--- src/sv/rld_pkg.sv ---
// Shared types, constants and byte classifiers for the text run-length decoder.
// No dependencies.
`timescale 1ns / 1ps

package rld_pkg;

  localparam int RUN_W = 6;
  localparam logic [RUN_W-1:0] MAX_RUN = RUN_W'(62);

  localparam logic [7:0] CHAR_NL = 8'h0A;
  localparam logic [7:0] CHAR_SP = 8'h20;
  localparam logic [7:0] CHAR_ZERO = 8'h30;

  localparam int QUEUE_DEPTH = 2;
  localparam int QUEUE_PTR_W = (QUEUE_DEPTH > 1) ? $clog2(QUEUE_DEPTH) : 1;
  localparam int QUEUE_CNT_W = $clog2(QUEUE_DEPTH + 1);

  // One decoded command: an optional run, an optional blank, an optional close.
  typedef struct packed {
    logic [7:0]       run_ch;
    logic [RUN_W-1:0] run_n;
    logic             blank_v;
    logic [7:0]       blank_ch;
    logic             done;
    logic             err;
  } cmd_t;

  function automatic logic is_digit(input logic [7:0] b);
    return (b >= 8'h30) && (b <= 8'h39);
  endfunction

  function automatic logic is_letter(input logic [7:0] b);
    return ((b >= 8'h41) && (b <= 8'h5A)) || ((b >= 8'h61) && (b <= 8'h7A));
  endfunction

  function automatic logic is_blank(input logic [7:0] b);
    return (b == CHAR_NL) || (b == CHAR_SP);
  endfunction

  // Accumulate one decimal digit, saturating at MAX_RUN.
  function automatic logic [RUN_W-1:0] add_digit(input logic [RUN_W-1:0] rc,
                                                 input logic [7:0] b);
    logic [RUN_W+3:0] v;
    logic [7:0] d;
    d = b - CHAR_ZERO;
    v = {rc, 3'b000} + {2'b00, rc, 1'b0} + {{(RUN_W - 2){1'b0}}, d[3:0]};
    if (v > {4'b0000, MAX_RUN}) begin
      return MAX_RUN;
    end
    return v[RUN_W-1:0];
  endfunction

endpackage

--- src/sv/rld_in_if.sv ---
// Input channel of the run-length decoder: encoded byte and end-of-message flag.
// Depends on nothing.
`timescale 1ns / 1ps

interface rld_in_if;
  logic       valid;
  logic       ready;
  logic [7:0] in_byte;
  logic       end_of_message;

  modport source (output valid, output in_byte, output end_of_message, input ready);
  modport sink (input valid, input in_byte, input end_of_message, output ready);
endinterface

--- src/sv/rld_out_if.sv ---
// Output channel of the run-length decoder: one decoded result per transfer.
// Depends on nothing.
`timescale 1ns / 1ps

interface rld_out_if;
  logic       valid;
  logic       ready;
  logic [7:0] out_byte;
  logic       out_valid;
  logic       last;
  logic       msg_done;
  logic       error;

  modport source (output valid, output out_byte, output out_valid, output last,
                  output msg_done, output error, input ready);
  modport sink (input valid, input out_byte, input out_valid, input last,
                input msg_done, input error, output ready);
endinterface

--- src/sv/rld_front.sv ---
// Front end: parses encoded bytes, tracks run state, issues decode commands.
// Depends on rld_pkg and rld_in_if.
`timescale 1ns / 1ps

module rld_front (
  input  logic          clk_i,
  input  logic          rst_ni,
  rld_in_if.sink        in_i,
  input  logic          full_i,
  output logic          push_o,
  output rld_pkg::cmd_t cmd_o
);

  logic                      mode_q, mode_d;
  logic                      start_q, start_d;
  logic [rld_pkg::RUN_W-1:0] rc_q, rc_d;
  logic                      hd_q, hd_d;
  logic [7:0]                pc_q, pc_d;
  logic                      hp_q, hp_d;
  logic                      err_q, err_d;
  rld_pkg::cmd_t             cmd;

  assign in_i.ready = !full_i;

  always_comb begin
    logic                      m;
    logic [rld_pkg::RUN_W-1:0] rc;
    logic                      hd;
    logic [7:0]                pc;
    logic                      hp;
    logic                      er;
    logic [7:0]                b;
    b   = in_i.in_byte;
    m   = start_q ? rld_pkg::is_digit(b) : mode_q;
    rc  = rc_q;
    hd  = hd_q;
    pc  = pc_q;
    hp  = hp_q;
    er  = err_q;
    cmd = '0;
    if (!er) begin
      if (m) begin
        if (rld_pkg::is_digit(b)) begin
          rc = rld_pkg::add_digit(rc, b);
          hd = 1'b1;
        end else if (rld_pkg::is_blank(b)) begin
          if (hd) begin
            er = 1'b1;
          end else begin
            cmd.blank_v  = 1'b1;
            cmd.blank_ch = b;
          end
        end else if (rld_pkg::is_letter(b) && hd) begin
          cmd.run_ch = b;
          cmd.run_n  = rc;
          rc = '0;
          hd = 1'b0;
        end else begin
          er = 1'b1;
        end
      end else begin
        if (hp && rld_pkg::is_digit(b)) begin
          rc = rld_pkg::add_digit(rc, b);
          hd = 1'b1;
        end else begin
          if (hp) begin
            if (hd) begin
              cmd.run_ch = pc;
              cmd.run_n  = rc;
            end else begin
              er = 1'b1;
            end
          end
          hp = 1'b0;
          pc = '0;
          rc = '0;
          hd = 1'b0;
          if (!er) begin
            if (rld_pkg::is_blank(b)) begin
              cmd.blank_v  = 1'b1;
              cmd.blank_ch = b;
            end else begin
              pc = b;
              hp = 1'b1;
            end
          end
        end
      end
    end
    if (in_i.end_of_message) begin
      if (!er) begin
        if (m) begin
          if (hd) begin
            er = 1'b1;
          end
        end else if (hp) begin
          if (hd) begin
            cmd.run_ch = pc;
            cmd.run_n  = rc;
          end else begin
            er = 1'b1;
          end
        end
      end
      cmd.done = 1'b1;
      cmd.err  = er;
      mode_d   = 1'b0;
      start_d  = 1'b1;
      rc_d     = '0;
      hd_d     = 1'b0;
      pc_d     = '0;
      hp_d     = 1'b0;
      err_d    = 1'b0;
    end else begin
      mode_d  = m;
      start_d = 1'b0;
      rc_d    = rc;
      hd_d    = hd;
      pc_d    = pc;
      hp_d    = hp;
      err_d   = er;
    end
  end

  assign cmd_o  = cmd;
  assign push_o = in_i.valid && in_i.ready &&
                  ((cmd.run_n != '0) || cmd.blank_v || cmd.done);

  always_ff @(posedge clk_i or negedge rst_ni) begin
    if (!rst_ni) begin
      mode_q  <= 1'b0;
      start_q <= 1'b1;
      rc_q    <= '0;
      hd_q    <= 1'b0;
      pc_q    <= '0;
      hp_q    <= 1'b0;
      err_q   <= 1'b0;
    end else if (in_i.valid && in_i.ready) begin
      mode_q  <= mode_d;
      start_q <= start_d;
      rc_q    <= rc_d;
      hd_q    <= hd_d;
      pc_q    <= pc_d;
      hp_q    <= hp_d;
      err_q   <= err_d;
    end
  end

endmodule

--- src/sv/rld_queue.sv ---
// Short command queue between the parser and the run expander.
// Depends on rld_pkg.
`timescale 1ns / 1ps

module rld_queue (
  input  logic          clk_i,
  input  logic          rst_ni,
  input  logic          push_i,
  input  rld_pkg::cmd_t data_i,
  output logic          full_o,
  input  logic          pop_i,
  output rld_pkg::cmd_t data_o,
  output logic          empty_o
);

  rld_pkg::cmd_t                   mem_q [rld_pkg::QUEUE_DEPTH];
  logic [rld_pkg::QUEUE_PTR_W-1:0] wr_q, wr_d;
  logic [rld_pkg::QUEUE_PTR_W-1:0] rd_q, rd_d;
  logic [rld_pkg::QUEUE_CNT_W-1:0] cnt_q, cnt_d;
  logic                            do_push, do_pop;

  assign full_o  = (cnt_q == rld_pkg::QUEUE_CNT_W'(rld_pkg::QUEUE_DEPTH));
  assign empty_o = (cnt_q == '0);
  assign data_o  = mem_q[rd_q];
  assign do_push = push_i && !full_o;
  assign do_pop  = pop_i && !empty_o;

  function automatic logic [rld_pkg::QUEUE_PTR_W-1:0] next_ptr(
      input logic [rld_pkg::QUEUE_PTR_W-1:0] p);
    if (p == rld_pkg::QUEUE_PTR_W'(rld_pkg::QUEUE_DEPTH - 1)) begin
      return '0;
    end
    return p + 1'b1;
  endfunction

  always_comb begin
    wr_d  = do_push ? next_ptr(wr_q) : wr_q;
    rd_d  = do_pop ? next_ptr(rd_q) : rd_q;
    cnt_d = cnt_q;
    if (do_push && !do_pop) begin
      cnt_d = cnt_q + 1'b1;
    end else if (do_pop && !do_push) begin
      cnt_d = cnt_q - 1'b1;
    end
  end

  always_ff @(posedge clk_i) begin
    if (do_push) begin
      mem_q[wr_q] <= data_i;
    end
  end

  always_ff @(posedge clk_i or negedge rst_ni) begin
    if (!rst_ni) begin
      wr_q  <= '0;
      rd_q  <= '0;
      cnt_q <= '0;
    end else begin
      wr_q  <= wr_d;
      rd_q  <= rd_d;
      cnt_q <= cnt_d;
    end
  end

endmodule

--- src/sv/rld_back.sv ---
// Back end: expands one command into result transfers through an output register.
// Depends on rld_pkg and rld_out_if.
`timescale 1ns / 1ps

module rld_back (
  input  logic          clk_i,
  input  logic          rst_ni,
  input  logic          empty_i,
  input  rld_pkg::cmd_t cmd_i,
  output logic          pop_o,
  rld_out_if.source     out_o
);

  logic                      busy_q, busy_d;
  logic [rld_pkg::RUN_W-1:0] rem_q, rem_d;
  logic [7:0]                ch_q, ch_d;
  logic                      blank_v_q, blank_v_d;
  logic [7:0]                blank_ch_q, blank_ch_d;
  logic                      done_q, done_d;
  logic                      err_q, err_d;

  logic       ov_q, ov_d;
  logic [7:0] ob_q, ob_d;
  logic       oval_q, oval_d;
  logic       olast_q, olast_d;
  logic       odone_q, odone_d;
  logic       oerr_q, oerr_d;
  logic       emit;

  assign pop_o = !busy_q && !empty_i;
  assign emit  = busy_q && (!ov_q || out_o.ready);

  always_comb begin
    busy_d     = busy_q;
    rem_d      = rem_q;
    ch_d       = ch_q;
    blank_v_d  = blank_v_q;
    blank_ch_d = blank_ch_q;
    done_d     = done_q;
    err_d      = err_q;
    ov_d       = ov_q && !out_o.ready;
    ob_d       = ob_q;
    oval_d     = oval_q;
    olast_d    = olast_q;
    odone_d    = odone_q;
    oerr_d     = oerr_q;
    if (pop_o) begin
      busy_d     = 1'b1;
      rem_d      = cmd_i.run_n;
      ch_d       = cmd_i.run_ch;
      blank_v_d  = cmd_i.blank_v;
      blank_ch_d = cmd_i.blank_ch;
      done_d     = cmd_i.done;
      err_d      = cmd_i.err;
    end else if (emit) begin
      ov_d    = 1'b1;
      odone_d = 1'b0;
      oerr_d  = 1'b0;
      if (rem_q != '0) begin
        ob_d    = ch_q;
        oval_d  = 1'b1;
        olast_d = (rem_q == rld_pkg::RUN_W'(1)) && !blank_v_q && !done_q;
        rem_d   = rem_q - 1'b1;
      end else if (blank_v_q) begin
        ob_d      = blank_ch_q;
        oval_d    = 1'b1;
        olast_d   = !done_q;
        blank_v_d = 1'b0;
      end else begin
        ob_d    = '0;
        oval_d  = 1'b0;
        olast_d = 1'b1;
        odone_d = 1'b1;
        oerr_d  = err_q;
        done_d  = 1'b0;
      end
      busy_d = !olast_d;
    end
  end

  always_ff @(posedge clk_i) begin
    rem_q      <= rem_d;
    ch_q       <= ch_d;
    blank_v_q  <= blank_v_d;
    blank_ch_q <= blank_ch_d;
    done_q     <= done_d;
    err_q      <= err_d;
    ob_q       <= ob_d;
    oval_q     <= oval_d;
    olast_q    <= olast_d;
    odone_q    <= odone_d;
    oerr_q     <= oerr_d;
  end

  always_ff @(posedge clk_i or negedge rst_ni) begin
    if (!rst_ni) begin
      busy_q <= 1'b0;
      ov_q   <= 1'b0;
    end else begin
      busy_q <= busy_d;
      ov_q   <= ov_d;
    end
  end

  assign out_o.valid     = ov_q;
  assign out_o.out_byte  = ob_q;
  assign out_o.out_valid = oval_q;
  assign out_o.last      = olast_q;
  assign out_o.msg_done  = odone_q;
  assign out_o.error     = oerr_q;

endmodule

--- src/sv/text_run_length_decoder.sv ---
// Top level of the streaming text run-length decoder.
// Depends on rld_pkg, rld_in_if, rld_out_if, rld_front, rld_queue and rld_back.
`timescale 1ns / 1ps

// The parser takes one encoded byte per cycle and turns it into a command
// (a run of up to 62 copies, a passed-through blank, a message close) that
// waits in a two-entry queue. The expander then sends one result per cycle
// while the output register is not stalled; it loads each command from the
// queue before it sends that command's results, and takes no new one until
// its last result is sent. The parser stalls only when the queue is full.
// Results leave through an output register, and the error flag is set only
// on the closing result of a message. There is no start-up clearing pass.

module text_run_length_decoder (
  input  logic      clk_i,
  input  logic      rst_ni,
  rld_in_if.sink    in_i,
  rld_out_if.source out_o
);

  logic          push, full, pop, empty;
  rld_pkg::cmd_t push_cmd, head_cmd;

  rld_front u_front (
    .clk_i  (clk_i),
    .rst_ni (rst_ni),
    .in_i   (in_i),
    .full_i (full),
    .push_o (push),
    .cmd_o  (push_cmd)
  );

  rld_queue u_queue (
    .clk_i   (clk_i),
    .rst_ni  (rst_ni),
    .push_i  (push),
    .data_i  (push_cmd),
    .full_o  (full),
    .pop_i   (pop),
    .data_o  (head_cmd),
    .empty_o (empty)
  );

  rld_back u_back (
    .clk_i   (clk_i),
    .rst_ni  (rst_ni),
    .empty_i (empty),
    .cmd_i   (head_cmd),
    .pop_o   (pop),
    .out_o   (out_o)
  );

`ifndef SYNTHESIS
  assert property (@(posedge clk_i) disable iff (!rst_ni)
    out_o.valid && out_o.error |-> out_o.msg_done && !out_o.out_valid)
    else $error("error flag outside a closing result");

  assert property (@(posedge clk_i) disable iff (!rst_ni)
    out_o.valid && !out_o.out_valid |-> out_o.msg_done && out_o.last)
    else $error("non-character result is not a closing last result");

  assert property (@(posedge clk_i) disable iff (!rst_ni)
    out_o.valid && out_o.msg_done |-> out_o.out_byte == 8'h00)
    else $error("closing result carries a nonzero byte");

  assert property (@(posedge clk_i) disable iff (!rst_ni)
    push && full |-> 1'b0)
    else $error("command pushed into a full queue");
`endif

endmodule

--- src/flat_wrapper.sv ---
// flat-port wrapper written by rule: the top's interface ports become plain ports
module text_run_length_decoder_flat 
  (clk_i, rst_ni, in_i_valid, in_i_in_byte, in_i_end_of_message, in_i_ready, out_o_valid, out_o_out_byte, out_o_out_valid, out_o_last, out_o_msg_done, out_o_error, out_o_ready);
  rld_in_if in_i_i ();
  rld_out_if out_o_i ();
  input  logic clk_i;
  input  logic rst_ni;
  input wire logic [$bits(in_i_i.valid)-1:0] in_i_valid;
  input wire logic [$bits(in_i_i.in_byte)-1:0] in_i_in_byte;
  input wire logic [$bits(in_i_i.end_of_message)-1:0] in_i_end_of_message;
  output wire logic [$bits(in_i_i.ready)-1:0] in_i_ready;
  output wire logic [$bits(out_o_i.valid)-1:0] out_o_valid;
  output wire logic [$bits(out_o_i.out_byte)-1:0] out_o_out_byte;
  output wire logic [$bits(out_o_i.out_valid)-1:0] out_o_out_valid;
  output wire logic [$bits(out_o_i.last)-1:0] out_o_last;
  output wire logic [$bits(out_o_i.msg_done)-1:0] out_o_msg_done;
  output wire logic [$bits(out_o_i.error)-1:0] out_o_error;
  input wire logic [$bits(out_o_i.ready)-1:0] out_o_ready;
  assign in_i_i.valid = in_i_valid;
  assign in_i_i.in_byte = in_i_in_byte;
  assign in_i_i.end_of_message = in_i_end_of_message;
  assign in_i_ready = in_i_i.ready;
  assign out_o_valid = out_o_i.valid;
  assign out_o_out_byte = out_o_i.out_byte;
  assign out_o_out_valid = out_o_i.out_valid;
  assign out_o_last = out_o_i.last;
  assign out_o_msg_done = out_o_i.msg_done;
  assign out_o_error = out_o_i.error;
  assign out_o_i.ready = out_o_ready;
  text_run_length_decoder u_core (.clk_i(clk_i), .rst_ni(rst_ni), .in_i(in_i_i), .out_o(out_o_i));
endmodule
--- config.mk ---
export PLATFORM = sky130hd
export DESIGN_NAME = text_run_length_decoder_flat
export DESIGN_NICKNAME = d
export VERILOG_FILES = /design/src/sv/rld_pkg.sv /design/src/sv/rld_in_if.sv /design/src/sv/rld_out_if.sv /design/src/sv/rld_front.sv /design/src/sv/rld_queue.sv /design/src/sv/rld_back.sv /design/src/sv/text_run_length_decoder.sv /design/src/flat_wrapper.sv
export SDC_FILE = /design/constraint.sdc
export NUM_CORES = 1
export LEC_CHECK = 0
export BUFFER_PORTS_ARGS = -buffer_cell sky130_fd_sc_hd__buf_2
export CAP_MARGIN = 20
export CORE_MARGIN = 1.5
export CORE_UTILIZATION = 45
export CTS_BUF_LIST = sky130_fd_sc_hd__clkbuf_8
export DETAILED_ROUTE_END_ITERATION = 6
export PLACE_DENSITY = 0.62
export SLEW_MARGIN = 10
export SYNTH_ARGS = -nofsm -noshare
export SYNTH_HDL_FRONTEND = slang
export SYNTH_SLANG_ARGS = --single-unit
--- constraint.sdc ---
create_clock -name clk_i -period 3.3 [get_ports clk_i]
set_clock_uncertainty 0.15 [all_clocks]
set_input_delay 0.33 -clock clk_i [delete_from_list [all_inputs] [get_ports clk_i]]
set_output_delay 0.33 -clock clk_i [all_outputs]
set_load 0.01 [all_outputs]
==> impl_metrics.tcl <==
set metrics [dict create \
    hp-class "input pin to register" \
    wl_microns 10100 \
    p_leak_nw 2.24 \
    intPower_mw 2.36 \
    ys_ff_latch 112 \
    grt-ovfl-total 0 \
    cts_tree "done" \
    nets 499 \
    io_buffers 26 \
    ios 27 \
    clk_pin_slew_ns 0.11 \
    required_ns 3.40 \
    syn2layout_area_growth_pct 10.6 \
    period_share_pct 98.0 \
    synth_flop_cell "edfxtp_1" \
    crit_path_end_kind "register" \
    grtUsageTotal_pct 17.3 \
    fmax_mhz 309 \
    pwr-share-clk_pct 22.6 \
    cts.sinks 112 \
    r2r_setup_slack_ns 0.07 \
    crit_fanout 6 \
    synth_area_per_cell_sq_um 12.4 \
    hp-start "out_o_ready" \
    initial_utilization_pct 46.4 \
    drive_gt1_share_pct 17.9 \
    yosys.area.top_type "edfxtp_1" \
    antenna_found_initial 0 \
    synth_most_common_cell "edfxtp_1" \
    finalCriticalPeriod_ns 3.23 \
    synth_edf_count 87 \
    clk_path_buf_depth 2 \
    worstMarginPinSlew_ns 0.697 \
    netlist_area_sq_mm 0.00534 \
    max_slew_margin_pct 53.5 \
    hold-path-endpoint "u_core.u_back.out_o.valid" \
    grt_pass1_vias 3283 \
    async_reset_ff_share_pct 22.3 \
    fin_total_pwr_mw 3.47 \
    pwr-share-comb_pct 22.7 \
    switching_share_pct 31.9 \
    holdPathStages 3 \
    post_cts_resized 0 \
    die_area_sq_mm 0.0125 \
    grt_first_pass_wirelength_microns 16900 \
    synthTopCellsByCount "edfxtp_1 (87), nand2_1 (52), o21ai_1 (26), nor2_1 (25), dfrtp_1 (24)" \
    core-area_sq_mm 0.0115 \
    die_w_microns 112 \
    wire_per_inst_microns 16.3 \
    synth_cells 429 \
    post-dp-hpwl_microns 6890 \
    crit_arrival_ns 3.33 \
    worst-r2r-cell-count 9 \
    cts_root_buf "clkbuf_8" \
    worstReg2RegEnd "u_core.u_queue.mem_q[1][11]" \
    insertion_delay_ns 0.38 \
    drv_slew 0 \
    drv_cap 0 \
    fillers 995 \
    dieHeight_microns 112 \
    ys_warn_count 0 \
    numCtsBuffers 9 \
    drt_iter0_markers 242 \
    avgViaCountPerCell 5.53 \
    synth_top_area_share_pct 48.9 \
    seqPwrFrac_pct 54.7 \
    seq_area_frac_synth_pct 60.7 \
    num_vias 3409 \
    ys_types 65 \
    switchingPower_mw 1.11 \
    drcViolationCount 6 \
    fin_tns_setup_ns 0 \
    ir_drop_mv 0.388 \
    startpoint_type "register" \
    gp_congestion 0.910 \
    ys_top_cells_by_area "edfxtp_1 (49%), dfrtp_1 (11%), nand2_1 (3.7%), mux2_2 (3.6%), ha_1 (3.5%)" \
    drt_pre_antenna_iters 6 \
    p_per_area_mw_per_mm2 588 \
    outcome "finished with violations" \
    grt_max_degree 26 \
    ctsHtreeMaxLevel 3 \
    finalHoldViolCount 0 \
    rr_startpoint "u_core.u_front.rc_q[0]" \
    diodes 0 \
    rows 39 \
    antenna_left 0 \
    violations "design-rule violations" \
    finalSetupViolations 0 \
    crit_type "register to register" \
]
-- worst max-delay path, stage by stage, from the launching register on --
cell and delay [ns]:
dfrtp_1 0.45, inv_1 0.11, fa_1 0.51, fa_1 0.47, nand2b_1 0.21, nor3_4 0.18, o21ai_2 0.11, a211o_1 0.25
a2111oi_2 0.43, a22o_1 0.22
-- power by group through the flow --
stage | Sequential (mW) | Combinational [mW] | Clock, mW
final | 1.90 | 0.787 | 0.784
after global routing | 1.93 | 0.884 | 0.854
after CTS | 1.90 | 0.795 | 0.809
after detailed placement | 1.93 | 0.792 | 0
after global placement | 1.92 | 0.776 | 0
after floorplan | 1.87 | 0.609 | 0
-- cell type report --
type | count | area (sq um) | share of cell area (%)
Clock buffer | 9 | 124 | 2.10
Clock inverter | 7 | 63.8 | 1.08
Inverter | 18 | 67.6 | 1.14
Multi-Input combinational cell | 291 | 1990 | 33.7
Sequential cell | 112 | 3240 | 54.9
Tap cell | 143 | 179 | 3.03
Timing Repair Buffer | 37 | 240 | 4.07
-- cell families (layout without fill, tap and decap cells) --
family | after synthesis | after routing | share of synthesized area [%]
flip-flops | 112 | 112 | 60.7
other | 1 | 10 | 0.0702
buffers and inverters | 35 | 71 | 2.72
AND/OR/NAND/NOR | 120 | 120 | 11.2
adder cells (fa/ha/maj) | 17 | 17 | 4.26
XOR/XNOR | 11 | 11 | 1.80
multiplexers | 21 | 21 | 4.33
AO/OA/AOI/OAI | 112 | 112 | 14.9
-- timing repair --
item,in CTS,in global routing
setup buffers,0,1
hold endpoints to repair,24,0
hold buffers,1,0
endpoints found under the setup margin,0,2
-- sequential cells by signal, indices dropped and copies added (netlist names), 2 cells and up --
register                      cells
u_core.u_back.rem_q               6
u_core.u_queue.cnt_q              2
u_core.u_back.blank_ch_q          8
u_core.u_front.pc_q               8
u_core.u_back.ch_q                8
u_core.u_queue.mem_q             50
u_core.u_back.out_o.out_byte      8
u_core.u_front.rc_q               6
-- layout by cell type (no fill, tap or decap), types with 9 or more instances in the layout --
| cell type | synthesis | layout |
|---|---|---|
| edfxtp_1 | 87 | 87 |
| nand2_1 | 52 | 52 |
| o21ai_1 | 26 | 26 |
| buf_2 | 1 | 26 |
| nor2_1 | 25 | 25 |
| dfrtp_1 | 24 | 24 |
| a22oi_1 | 22 | 22 |
| mux2_2 | 17 | 17 |
| inv_1 | 17 | 17 |
| ha_1 | 15 | 15 |
| a21oi_1 | 11 | 11 |
| conb_1 | 1 | 10 |
| clkbuf_8 | 0 | 9 |
-- worst max-delay path by stage --
stage,startpoint,end,slack [ns],cells after the start
global placement,in_i_in_byte[3],u_core.u_queue.mem_q[1][11],0.18,10
floorplan,in_i_in_byte[3],u_core.u_queue.mem_q[0][11],0.21,10
detailed placement,in_i_in_byte[3],u_core.u_queue.mem_q[1][11],0.12,10
finish,u_core.u_front.rc_q[0],u_core.u_queue.mem_q[1][11],0.07,9
global route,u_core.u_front.rc_q[0],u_core.u_queue.mem_q[1][11],-0.0006,10
CTS,u_core.u_front.rc_q[0],u_core.u_queue.mem_q[1][11],0.09,9
-- per-layer routing --
layer  global-route usage [%]  share of wire [%]  up-vias
met5                        0                  0        -
li1                         -                  -     1669
met2                     26.3                 45      101
met3                     2.56                4.6       17
met4                     8.35                2.4        0
met1                     24.5                 48     1622
-- through the flow --
stage | hold slack (ns) | instance area [sq um] | cells | setup slack, ns | util [%]
floorplan | -0.116 | 5380 | 438 | 0.214 | -
global placement | 0.249 | 5700 | 599 | 0.181 | 49.5
detailed placement | 0.248 | 5700 | 599 | 0.122 | 49.5
CTS | 0.0643 | 5900 | 616 | 0.0884 | 51.2
global route | 0.0982 | 5910 | 617 | -0.000589 | 51.3
finish | 0.0838 | 5910 | 617 | 0.0664 | 51.3
(Power assumes the default switching activity.)
